**config.mk**
```make
export PLATFORM = sky130hd
export DESIGN_NAME = frame_time_statistics_top
export DESIGN_NICKNAME = d
export VERILOG_FILES = /design/src/design/fts_pkg.sv /design/src/design/fts_ram.sv /design/src/design/fts_div.sv /design/src/design/frame_time_statistics_top.sv
export SDC_FILE = /design/constraint.sdc
export NUM_CORES = 2
export LEC_CHECK = 0
export BUFFER_PORTS_ARGS = -buffer_cell sky130_fd_sc_hd__buf_4
export CAP_MARGIN = 20
export CORE_MARGIN = 4
export CORE_UTILIZATION = 35
export DETAILED_ROUTE_END_ITERATION = 16
export GPL_ROUTABILITY_DRIVEN = 0
export HOLD_SLACK_MARGIN = 0.06
export PLACE_DENSITY = 0.48
export SYNTH_ARGS = -nofsm -noshare
export SYNTH_HDL_FRONTEND = slang
export SYNTH_SLANG_ARGS = --single-unit
```
**constraint.sdc**
```tcl
create_clock -name clk -period 10.6 [get_ports clk]
set_clock_uncertainty 0.15 [all_clocks]
set_input_delay 3.18 -clock clk [delete_from_list [all_inputs] [get_ports clk]]
set_output_delay 3.18 -clock clk [all_outputs]
set_load 0.02 [all_outputs]
```
**src/design/fts_pkg.sv**
```systemverilog
package fts_pkg;

  localparam int DUR_W    = 24;
  localparam int RATE_W   = 28;
  localparam int ACC_W    = 25;
  localparam int PERIOD_W = 24;

  localparam logic [RATE_W-1:0]   RATE_NUM     = 28'd256000000;
  localparam logic [PERIOD_W-1:0] PERIOD_RESET = 24'd1000000;
  localparam logic [ACC_W-1:0]    ACC_MAX      = {ACC_W{1'b1}};

  typedef struct packed {
    logic [DUR_W-1:0] delta_us;
    logic             suppressed;
  } in_item_t;

  typedef struct packed {
    logic [RATE_W-1:0] fps_avg;
    logic [DUR_W-1:0]  frame_time_us;
    logic [DUR_W-1:0]  avg_time_us;
    logic [DUR_W-1:0]  max_time_us;
    logic [DUR_W-1:0]  min_time_us;
    logic              window_restart;
  } out_item_t;

  typedef enum logic [2:0] {
    ST_IDLE,
    ST_ACC,
    ST_RATE,
    ST_MEAN,
    ST_FPS,
    ST_AVG,
    ST_DONE
  } state_t;

endpackage

```
**src/design/fts_ram.sv**
```systemverilog
module fts_ram #(
  parameter int WIDTH = 8,
  parameter int DEPTH = 64
) (
  input  logic                     clk,
  input  logic                     we,
  input  logic [$clog2(DEPTH)-1:0] waddr,
  input  logic [WIDTH-1:0]         wdata,
  input  logic [$clog2(DEPTH)-1:0] raddr,
  output logic [WIDTH-1:0]         rdata
);

  logic [WIDTH-1:0] mem [DEPTH];

  always_ff @(posedge clk) begin
    if (we) begin
      mem[waddr] <= wdata;
    end
    rdata <= mem[raddr];
  end

endmodule

```
**src/design/fts_div.sv**
```systemverilog
module fts_div #(
  parameter int W = 35
) (
  input  logic         clk,
  input  logic         rst,
  input  logic         start,
  input  logic [W-1:0] dividend,
  input  logic [W-1:0] divisor,
  output logic         busy,
  output logic         done,
  output logic [W-1:0] quotient
);

  localparam int CNT_W = $clog2(W + 1);

  logic [W-1:0]     rem;
  logic [W-1:0]     quo;
  logic [W-1:0]     dsr;
  logic [CNT_W-1:0] cnt;
  logic [W:0]       trial;
  logic [W:0]       diff;

  assign trial    = {rem, quo[W-1]};
  assign diff     = trial - {1'b0, dsr};
  assign busy     = (cnt != '0);
  assign quotient = quo;

  always_ff @(posedge clk) begin
    if (rst) begin
      cnt  <= '0;
      done <= 1'b0;
    end else begin
      done <= busy && (cnt == CNT_W'(1));
      if (start) begin
        cnt <= CNT_W'(W);
      end else if (busy) begin
        cnt <= cnt - CNT_W'(1);
      end
    end
  end

  always_ff @(posedge clk) begin
    if (start) begin
      rem <= '0;
      quo <= dividend;
      dsr <= divisor;
    end else if (busy) begin
      if (!diff[W]) begin
        rem <= diff[W-1:0];
        quo <= {quo[W-2:0], 1'b1};
      end else begin
        rem <= trial[W-1:0];
        quo <= {quo[W-2:0], 1'b0};
      end
    end
  end

endmodule

```
**src/design/frame_time_statistics_top.sv**
```systemverilog
// channel  | handshake            | payload
// ---------+----------------------+---------------------------------
// in       | in_valid / in_ready  | in_data  (fts_pkg::in_item_t)
// out      | out_valid / out_ready| out_data (fts_pkg::out_item_t)
// cfg      | cfg_wr_en            | cfg_wr_data (restart period, us)
//
// The one shared radix-2 divider is DW = 28+clog2(WINDOW+1) bits wide (35 at WINDOW=64)
// and works in turn on the rate of the new sample, then on both window means.
// A suppressed item skips the rate division. Window sums are kept as running totals.
// Synchronous active-high reset; the sample memory is not cleared.
// in_ready is high only while the sequencer is idle; one result waits in the output
// register while the next item is worked on.
module frame_time_statistics_top #(
  parameter int WINDOW = 64
) (
  input  logic                                clk,
  input  logic                                rst,
  input  logic                                in_valid,
  output logic                                in_ready,
  input  fts_pkg::in_item_t                   in_data,
  output logic                                out_valid,
  input  logic                                out_ready,
  output fts_pkg::out_item_t                  out_data,
  input  logic                                cfg_wr_en,
  input  logic [fts_pkg::PERIOD_W-1:0]        cfg_wr_data
);

  localparam int CW    = $clog2(WINDOW + 1);
  localparam int AW    = $clog2(WINDOW);
  localparam int TSW   = fts_pkg::DUR_W + CW;
  localparam int RSW   = fts_pkg::RATE_W + CW;
  localparam int DIV_W = RSW;
  localparam int ENT_W = fts_pkg::RATE_W + fts_pkg::DUR_W;

  fts_pkg::state_t state, state_next;

  logic [fts_pkg::PERIOD_W-1:0] period;
  logic [fts_pkg::DUR_W-1:0]    d;
  logic                         supp;
  logic [fts_pkg::ACC_W-1:0]    accum;
  logic [fts_pkg::DUR_W-1:0]    frame_max;
  logic [fts_pkg::DUR_W-1:0]    frame_min;
  logic                         restart;
  logic [CW-1:0]                fill;
  logic [AW-1:0]                slot;
  logic [TSW-1:0]               time_sum;
  logic [RSW-1:0]               rate_sum;
  logic [fts_pkg::DUR_W-1:0]    old_d;
  logic [fts_pkg::RATE_W-1:0]   old_rate;
  logic [fts_pkg::RATE_W-1:0]   fps;
  logic [fts_pkg::DUR_W-1:0]    avg;

  logic                         in_fire;
  logic                         out_load;
  logic [fts_pkg::ACC_W:0]      acc_add;
  logic [fts_pkg::ACC_W-1:0]    acc_sat;
  logic                         full;

  logic                         ram_we;
  logic [ENT_W-1:0]             ram_rdata;

  logic                         div_start;
  logic [DIV_W-1:0]             div_dividend;
  logic [DIV_W-1:0]             div_divisor;
  logic                         div_busy;
  logic                         div_done;
  logic [DIV_W-1:0]             div_quo;

  assign in_ready = (state == fts_pkg::ST_IDLE);
  assign in_fire  = in_valid && in_ready;
  assign full     = (fill == CW'(WINDOW));
  assign acc_add  = {1'b0, accum} + (fts_pkg::ACC_W + 1)'(d);
  assign acc_sat  = acc_add[fts_pkg::ACC_W] ? fts_pkg::ACC_MAX : acc_add[fts_pkg::ACC_W-1:0];
  assign out_load = (state == fts_pkg::ST_DONE) && (!out_valid || out_ready);
  assign ram_we   = (state == fts_pkg::ST_RATE) && div_done;

  fts_ram #(
    .WIDTH (ENT_W),
    .DEPTH (WINDOW)
  ) u_ram (
    .clk   (clk),
    .we    (ram_we),
    .waddr (slot),
    .wdata ({div_quo[fts_pkg::RATE_W-1:0], d}),
    .raddr (slot),
    .rdata (ram_rdata)
  );

  fts_div #(
    .W (DIV_W)
  ) u_div (
    .clk      (clk),
    .rst      (rst),
    .start    (div_start),
    .dividend (div_dividend),
    .divisor  (div_divisor),
    .busy     (div_busy),
    .done     (div_done),
    .quotient (div_quo)
  );

  always_ff @(posedge clk) begin
    if (rst) begin
      state <= fts_pkg::ST_IDLE;
    end else begin
      state <= state_next;
    end
  end

  always_comb begin
    state_next   = state;
    div_start    = 1'b0;
    div_dividend = DIV_W'(fts_pkg::RATE_NUM);
    div_divisor  = DIV_W'(d);
    case (state)
      fts_pkg::ST_IDLE: begin
        if (in_fire) begin
          state_next = fts_pkg::ST_ACC;
        end
      end
      fts_pkg::ST_ACC: begin
        if (supp) begin
          state_next = fts_pkg::ST_MEAN;
        end else begin
          div_start  = 1'b1;
          state_next = fts_pkg::ST_RATE;
        end
      end
      fts_pkg::ST_RATE: begin
        if (div_done) begin
          state_next = fts_pkg::ST_MEAN;
        end
      end
      fts_pkg::ST_MEAN: begin
        div_dividend = DIV_W'(rate_sum);
        div_divisor  = DIV_W'(fill);
        if (fill == '0) begin
          state_next = fts_pkg::ST_DONE;
        end else begin
          div_start  = 1'b1;
          state_next = fts_pkg::ST_FPS;
        end
      end
      fts_pkg::ST_FPS: begin
        div_dividend = DIV_W'(time_sum);
        div_divisor  = DIV_W'(fill);
        if (div_done) begin
          div_start  = 1'b1;
          state_next = fts_pkg::ST_AVG;
        end
      end
      fts_pkg::ST_AVG: begin
        if (div_done) begin
          state_next = fts_pkg::ST_DONE;
        end
      end
      fts_pkg::ST_DONE: begin
        if (out_load) begin
          state_next = fts_pkg::ST_IDLE;
        end
      end
      default: begin
        state_next = fts_pkg::ST_IDLE;
      end
    endcase
  end

  always_ff @(posedge clk) begin
    if (rst) begin
      period    <= fts_pkg::PERIOD_RESET;
      accum     <= '0;
      frame_max <= '0;
      frame_min <= '1;
      fill      <= '0;
      slot      <= '0;
      time_sum  <= '0;
      rate_sum  <= '0;
      out_valid <= 1'b0;
    end else begin
      if (cfg_wr_en) begin
        period <= cfg_wr_data;
      end
      if (state == fts_pkg::ST_ACC) begin
        if ({1'b0, acc_sat} >= (fts_pkg::ACC_W + 1)'(period)) begin
          accum     <= '0;
          frame_max <= d;
          frame_min <= d;
        end else begin
          accum <= acc_sat;
          if (d > frame_max) begin
            frame_max <= d;
          end
          if (d < frame_min) begin
            frame_min <= d;
          end
        end
      end
      if (ram_we) begin
        time_sum <= time_sum + TSW'(d) - TSW'(old_d);
        rate_sum <= rate_sum + RSW'(div_quo[fts_pkg::RATE_W-1:0]) - RSW'(old_rate);
        slot     <= (slot == AW'(WINDOW - 1)) ? '0 : slot + AW'(1);
        if (!full) begin
          fill <= fill + CW'(1);
        end
      end
      if (out_load) begin
        out_valid <= 1'b1;
      end else if (out_ready) begin
        out_valid <= 1'b0;
      end
    end
  end

  always_ff @(posedge clk) begin
    if (in_fire) begin
      d    <= (in_data.delta_us == '0) ? (fts_pkg::DUR_W)'(1) : in_data.delta_us;
      supp <= in_data.suppressed;
    end
    if (state == fts_pkg::ST_ACC) begin
      restart  <= ({1'b0, acc_sat} >= (fts_pkg::ACC_W + 1)'(period));
      old_d    <= full ? ram_rdata[fts_pkg::DUR_W-1:0] : '0;
      old_rate <= full ? ram_rdata[ENT_W-1:fts_pkg::DUR_W] : '0;
    end
    if (state == fts_pkg::ST_MEAN && fill == '0) begin
      fps <= '0;
      avg <= '0;
    end
    if (state == fts_pkg::ST_FPS && div_done) begin
      fps <= div_quo[fts_pkg::RATE_W-1:0];
    end
    if (state == fts_pkg::ST_AVG && div_done) begin
      avg <= div_quo[fts_pkg::DUR_W-1:0];
    end
    if (out_load) begin
      out_data.fps_avg        <= fps;
      out_data.frame_time_us  <= d;
      out_data.avg_time_us    <= avg;
      out_data.max_time_us    <= frame_max;
      out_data.min_time_us    <= frame_min;
      out_data.window_restart <= restart;
    end
  end

  a_empty_sums: assert property (@(posedge clk) disable iff (rst)
    (fill == '0) |-> (time_sum == '0 && rate_sum == '0))
    else $error("window sums nonzero with empty window");

  a_fill_bound: assert property (@(posedge clk) disable iff (rst)
    fill <= CW'(WINDOW))
    else $error("fill count beyond window");

  a_div_idle: assert property (@(posedge clk) disable iff (rst)
    div_start |-> !div_busy)
    else $error("divider started while busy");

  a_min_max: assert property (@(posedge clk) disable iff (rst)
    (frame_max != '0) |-> (frame_min <= frame_max))
    else $error("running minimum above maximum");

endmodule
```
Word level (Yosys, flattened, before mapping)
Memory sizes are Yosys's and may differ from the RTL's. A register that Yosys moved wholly into a read port is not among the register bits.
Index checks and enable logic that the tools add are counted.

storage, ports and cells
  flip-flop bits (word level) = 547
  bits in writable memories = 3328
  input port bits = 54
  output and inout bits = 127
  logic and storage cells = 118
  memories = 1

operators by class
  $add $sub $neg = 9
  $lt $le $gt $ge = 3
  eq/ne operators = 14
  mux-type cells = 35
  bitwise logic cells = 1
  reductions and logical operators = 25

memory list
  memory     words  bits a word  read ports  clocked after memory_dff  wr ports  line           text
  u_ram.mem  64     52           1           1                         1         fts_ram.sv:13  logic [WIDTH-1:0] mem [DEPTH];

operator list
  cell                                                    number
  2-to-1 mux 24 bit                                       6
  2-to-1 mux 35 bit                                       3
  one-hot mux 35 bit (2 select lines)                     1
  2-to-1 mux 28 bit                                       2
  2-to-1 mux 25 bit                                       2
  subtractor 36 x 35 -> 36 bit                            1
  adder 35 x 28 -> 35 bit                                 1
  subtractor 35 x 28 -> 35 bit                            1
  adder 31 x 24 -> 31 bit                                 1
  subtractor 31 x 24 -> 31 bit                            1
  adder 25 x 24 -> 26 bit                                 1
  greater-or-equal comparator 25 x 24 -> 1 bit            1
  > comparator 24 bit                                     1
  zero test 24 bit                                        1
  less-than comparator 24 bit                             1
  one-hot mux 3 bit (7 select lines)                      1
  2-to-1 mux 6 bit                                        3
  2-to-1 mux 3 bit                                        5
  nonzero test 2 bit                                      6
  == test 3 bit (second input constant)                   3
  2-to-1 mux 1 bit                                        9
  inequality test 2 x 1 -> 1 bit (second input constant)  4
  adder 7 x 1 -> 7 bit (second input constant)            1
  == test 7 bit (second input constant)                   1
  20 further kinds                                        30

Longest topological paths before layout
  word-level depth = 5
  mapped depth = 27
  depth with buffers taken out = 24

By module
A second synthesis with hierarchy kept.

unflattened totals
  cells, all modules = 8427
  area, all modules = 156954.3 um2

modules (own cells, without submodules)
  module                     times used  cells each  area each (um2)  sequential area each (um2)
  fts_ram                    1           5410        126924.2         100976.8
  frame_time_statistics_top  1           2369        23591.4          11260.8
  fts_div                    1           648         6438.7           2942.8

Least setup slack after synthesis
Ideal clock, no wire load.

  kind = input -> register
  from = in out_ready
  to = reg out_data[0] (netlist name) (enable)
  setup time = 0.500 ns
  data arrival time = 6.237 ns
  data required time = 9.950 ns
  path slack = 3.713 ns
  stages on the path = 2
  buffers on the path = 0
  cells stage by stage = nand2b_1 > and3_1

on the way
  longest elaborated chain between the ends = 2

RTL lines
  element            line                             text
  from (decl)        frame_time_statistics_top.sv:22  input logic out_ready,
  logical OR 1 bit   frame_time_statistics_top.sv:74  assign out_load = (state == fts_pkg::ST_DONE) && (!out_valid || out_ready);
  logical AND 1 bit  frame_time_statistics_top.sv:74
  via out_load       frame_time_statistics_top.sv:54  logic out_load;
  to (decl)          frame_time_statistics_top.sv:23  output fts_pkg::out_item_t out_data,

The timed path passes the listed nets, and every way through them passes these cells.
A chain may end at the register's enable or synchronous reset.

Worst setup path in the final report
  from = reg d[11] (netlist name)
  to = reg frame_max[9] (netlist name)

on the way
  longest elaborated chain between the ends = 5
  elaborated cells on any way between the ends = 7

RTL lines
  element                                       line                              text
  from (decl)                                   frame_time_statistics_top.sv:38   logic [fts_pkg::DUR_W-1:0] d;
  from (signal assigned)                        frame_time_statistics_top.sv:216  d <= (in_data.delta_us == '0) ? (fts_pkg::DUR_W)'(1) : in_data.delta_us;
  adder 25 x 24 -> 26 bit                       frame_time_statistics_top.sv:72   assign acc_add = {1'b0, accum} + (fts_pkg::ACC_W + 1)'(d);
  2-to-1 mux 25 bit                             frame_time_statistics_top.sv:73   assign acc_sat = acc_add[fts_pkg::ACC_W] ? fts_pkg::ACC_MAX : acc_add[fts_pkg::ACC_W-1:0];
  greater-or-equal comparator 25 x 24 -> 1 bit  frame_time_statistics_top.sv:184  if ({1'b0, acc_sat} >= (fts_pkg::ACC_W + 1)'(period)) begin
  nonzero test 2 bit (no source line)           n/a
  AND reduction 2 bit (no source line)          n/a
  to (signal assigned)                          frame_time_statistics_top.sv:172  frame_max <= '0;
  to (signal assigned)                          frame_time_statistics_top.sv:186  frame_max <= d;
  to (signal assigned)                          frame_time_statistics_top.sv:191  frame_max <= d;
  to (decl)                                     frame_time_statistics_top.sv:41   logic [fts_pkg::DUR_W-1:0] frame_max;

Parallel ways exist; a longest one is shown, timed or not.

==> flow_metrics.tcl <==
set metrics [dict create \
    ys.warnings.count 0 \
    grt_pass1_vias 86998 \
    area_growth_pct 15.3 \
    end_kind "register" \
    syn_inst 8940 \
    pwr-share-seq 0.491 \
    clk_latency_ns 1.01 \
    synth_fp_nets 9238 \
    gr-total-overflow 0 \
    fin_crit_ns 6.91 \
    place_ws_ns 3.46 \
    die_h_um 659 \
    hpwl_um 290000 \
    crit_arrival_ns 7.59 \
    clock_path_buffers 4 \
    start_util 0.352 \
    p_switching_mw 10.3 \
    grt_start_max_net_pins 99 \
    maxCapViolCount 0 \
    wirelength_um 539000 \
    crit_type "reg2reg" \
    routed-via-count 90113 \
    seq_area_frac_synth 0.775 \
    setup_violations 0 \
    drt_pass1_iterations 6 \
    setup_ws_ns 3.69 \
    postLayoutCoreUtil 0.406 \
    critical-path-max-stage-delay_ns 0.67 \
    synth_area_leader_cell "edfxtp_1" \
    crit_top_cell "o21a_1" \
    fp.dieArea_mm2 0.434 \
    critPathMaxFanout 71 \
    rsz0062_at_grt "no" \
    cts.clk_slew.worst_paths_ns 0.06 \
    final_layout_size_suffix_gt1_frac 0.124 \
    drc_errors 0 \
    grt_pass1_wl_um 732000 \
    die_w_um 659 \
    core_area_mm2 0.421 \
    register_area_mm2 0.115 \
    drtIter0Drc 11965 \
    status "finished clean" \
    clockPowerShare 0.365 \
    power_density_mw_per_mm2 227 \
    synth_top_area_share 0.738 \
    fmax_mhz 145 \
    cts_setup_buffers 0 \
    synth.cell_area_mm2 0.148 \
    slew_violations 0 \
    critical_path_required_ns 11.28 \
    tightest_slew_ns 1.31 \
    synth_seq_cells 3916 \
    yosys-top-cells-area "edfxtp_1 (74%), a22oi_1 (5.1%), dfxtp_1 (3.7%), a221oi_1 (2.1%), a22o_1 (2.0%)" \
    critical_path.startpoint_type "register" \
    io_buffer_count 180 \
    irDropWorstVdd_v 0.000259 \
    clock_sinks 3916 \
    relSlewSlack 0.121 \
    antenna_found_initial 36 \
    cts_tree "yes" \
    wl_per_cell_um 35.2 \
    cts_buffers 405 \
    p_leak_nw 54.8 \
    fin_nets 9590 \
    combPwrFrac 0.144 \
    ctsHoldBuffers 0 \
    slowest_stage "buf_4" \
    grt_usage 0.240 \
    num_rows 238 \
    timing.final.hold_violations 0 \
    multiInputGateArea_mm2 0.0307 \
    fin_crit_sh 0.652 \
    avgSynthCellArea_um2 16.6 \
    cts-root-buf "clkbuf_16" \
    h-tree-depth 5 \
    tns_ns 0 \
    async_flop_share 0 \
    num_io_pins 181 \
    synth_edf_count 3642 \
    synth_cell_type_count 85 \
    ant_nets 0 \
    synth_flop_cell "edfxtp_1" \
    intPower_mw 28.4 \
    vias_per_cell 5.90 \
    hold_slack_ns 0.258 \
    cts_resized 0 \
    p_sw_frac 0.266 \
    hp-class "reg2reg" \
    n_fill_cell 38160 \
]
Yosys cell counts, types with 7 or more instances:
cell type,count
a211oi_1,28
a21o_1,70
a21oi_1,292
a221oi_1,361
a22o_1,346
a22oi_1,1000
a31oi_1,349
and2_1,86
and3_1,20
buf_1,92
clkbuf_1,443
dfxtp_1,274
edfxtp_1,3642
fa_1,54
ha_1,190
inv_1,347
mux2i_1,60
nand2_1,249
nand2b_1,26
nand3_1,65
nand4_1,104
nand4b_1,9
nor2_1,248
nor2b_1,23
nor3_1,55
nor4_1,73
o211ai_1,16
o211ai_2,20
o21a_1,29
o21ai_0,110
o21ai_1,8
o21bai_1,12
o221ai_1,8
o31ai_1,7
or3_1,14
xnor2_1,75
xor2_1,39
registers in the layout (all words and copies together), names as in the netlist, 25 cells and up:
| signal | cells |
|---|---|
| time_sum | 31 |
| u_div.rem | 35 |
| u_div.quotient | 35 |
| rate_sum | 35 |
| fps | 28 |
| old_rate | 28 |
| u_ram.rdata | 52 |
| out_data | 125 |
| accum | 25 |
| u_ram.mem | 3328 |
power by group through the flow:
stage / logic [mW] / clock network [mW] / registers (mW)
floorplan: 2.94 / 0 / 20.0
global placement: 5.40 / 0 / 19.3
detailed placement: 5.53 / 0 / 19.3
CTS: 5.55 / 14.3 / 19.0
global route: 6.15 / 15.0 / 19.1
finish: 5.59 / 14.1 / 19.0
through the flow:
stage	std cells	cell area [um2]	power, mW
detailed placement	14524	158000	24.9
finish	15283	171000	38.7
floorplan	8940	148000	22.9
global route	15278	171000	40.2
CTS	15275	171000	38.9
global placement	14522	158000	24.7
kinds of logic (layout without fill, tap and decap cells):
group           after synthesis  in the layout  share of synthesized area
simple gates               1004           1004                     0.0335
xor+xnor                    114            114                    0.00673
flops                      3916           3916                      0.775
buf+inv                     895           1591                     0.0231
fa+ha+maj                   244            244                     0.0233
compound gates             2702           2702                      0.134
other cells                   0              7                          0
mux                          65             65                    0.00443
cell type report:
| class | instances | area share |
|---|---|---|
| tap | 5640 | 0.0413 |
| timing repair buffer | 492 | 0.0232 |
| antenna | 7 | 0.000102 |
| multi-input combinational | 4129 | 0.179 |
| sequential | 3916 | 0.672 |
| clock buffer | 532 | 0.0635 |
| clock inverter | 219 | 0.0129 |
| inverter | 348 | 0.00765 |
per-layer routing:
| metal | GRT usage | up-vias | wire length, um |
|---|---|---|---|
| li1 | - | 37005 | - |
| met1 | 0.327 | 47801 | 221000 |
| met2 | 0.398 | 4515 | 258000 |
| met3 | 0.0362 | 786 | 43200 |
| met4 | 0.0680 | 6 | 16600 |
| met5 | 0 | - | 46 |
layout by cell type, fill, tap and decap left out, drive strengths merged, types with 10 or more instances in the layout:
cell / n
clkinv: 165
dfxtp: 274
nor3: 55
or3: 15
nand3: 65
nand2: 249
ha: 190
and3: 21
buf: 492
nor2: 248
fa: 54
a31oi: 350
inv: 360
a22o: 346
nand4: 104
a21o: 71
a21oi: 293
o211ai: 36
bufinv: 32
xnor2: 75
and2: 86
a221oi: 361
clkinvlp: 10
o21bai: 13
edfxtp: 3642
nand2b: 26
nor2b: 23
o21ai: 118
a22oi: 1000
clkbuf: 532
nor4: 73
o21a: 30
a211oi: 29
mux2i: 60
o31ai: 10
xor2: 39
path summary, 6_finish.rpt:
path	from	end	slack, ns	depth (start not counted)
worst min-delay path	fps[15]	out_data[112]	0.26	0
worst min register to register	fps[15]	out_data[112]	0.26	0
worst max register to register	d[11]	frame_max[9]	3.69	26
worst max-delay path	d[11]	frame_max[9]	3.69	26
critical path: cells and delay by family, from the launching register on:
| family | cells | cell delay (ns) |
|---|---|---|
| AOI/OAI and AO/OA | 14 | 3.27 |
| adders and majority gates | 2 | 0.71 |
| buffers and inverters | 3 | 1.13 |
| DFF | 1 | 0.33 |
| muxes | 1 | 0.24 |
| and+or+nand+nor | 6 | 0.89 |
Power figures use the tool's default switching activity.
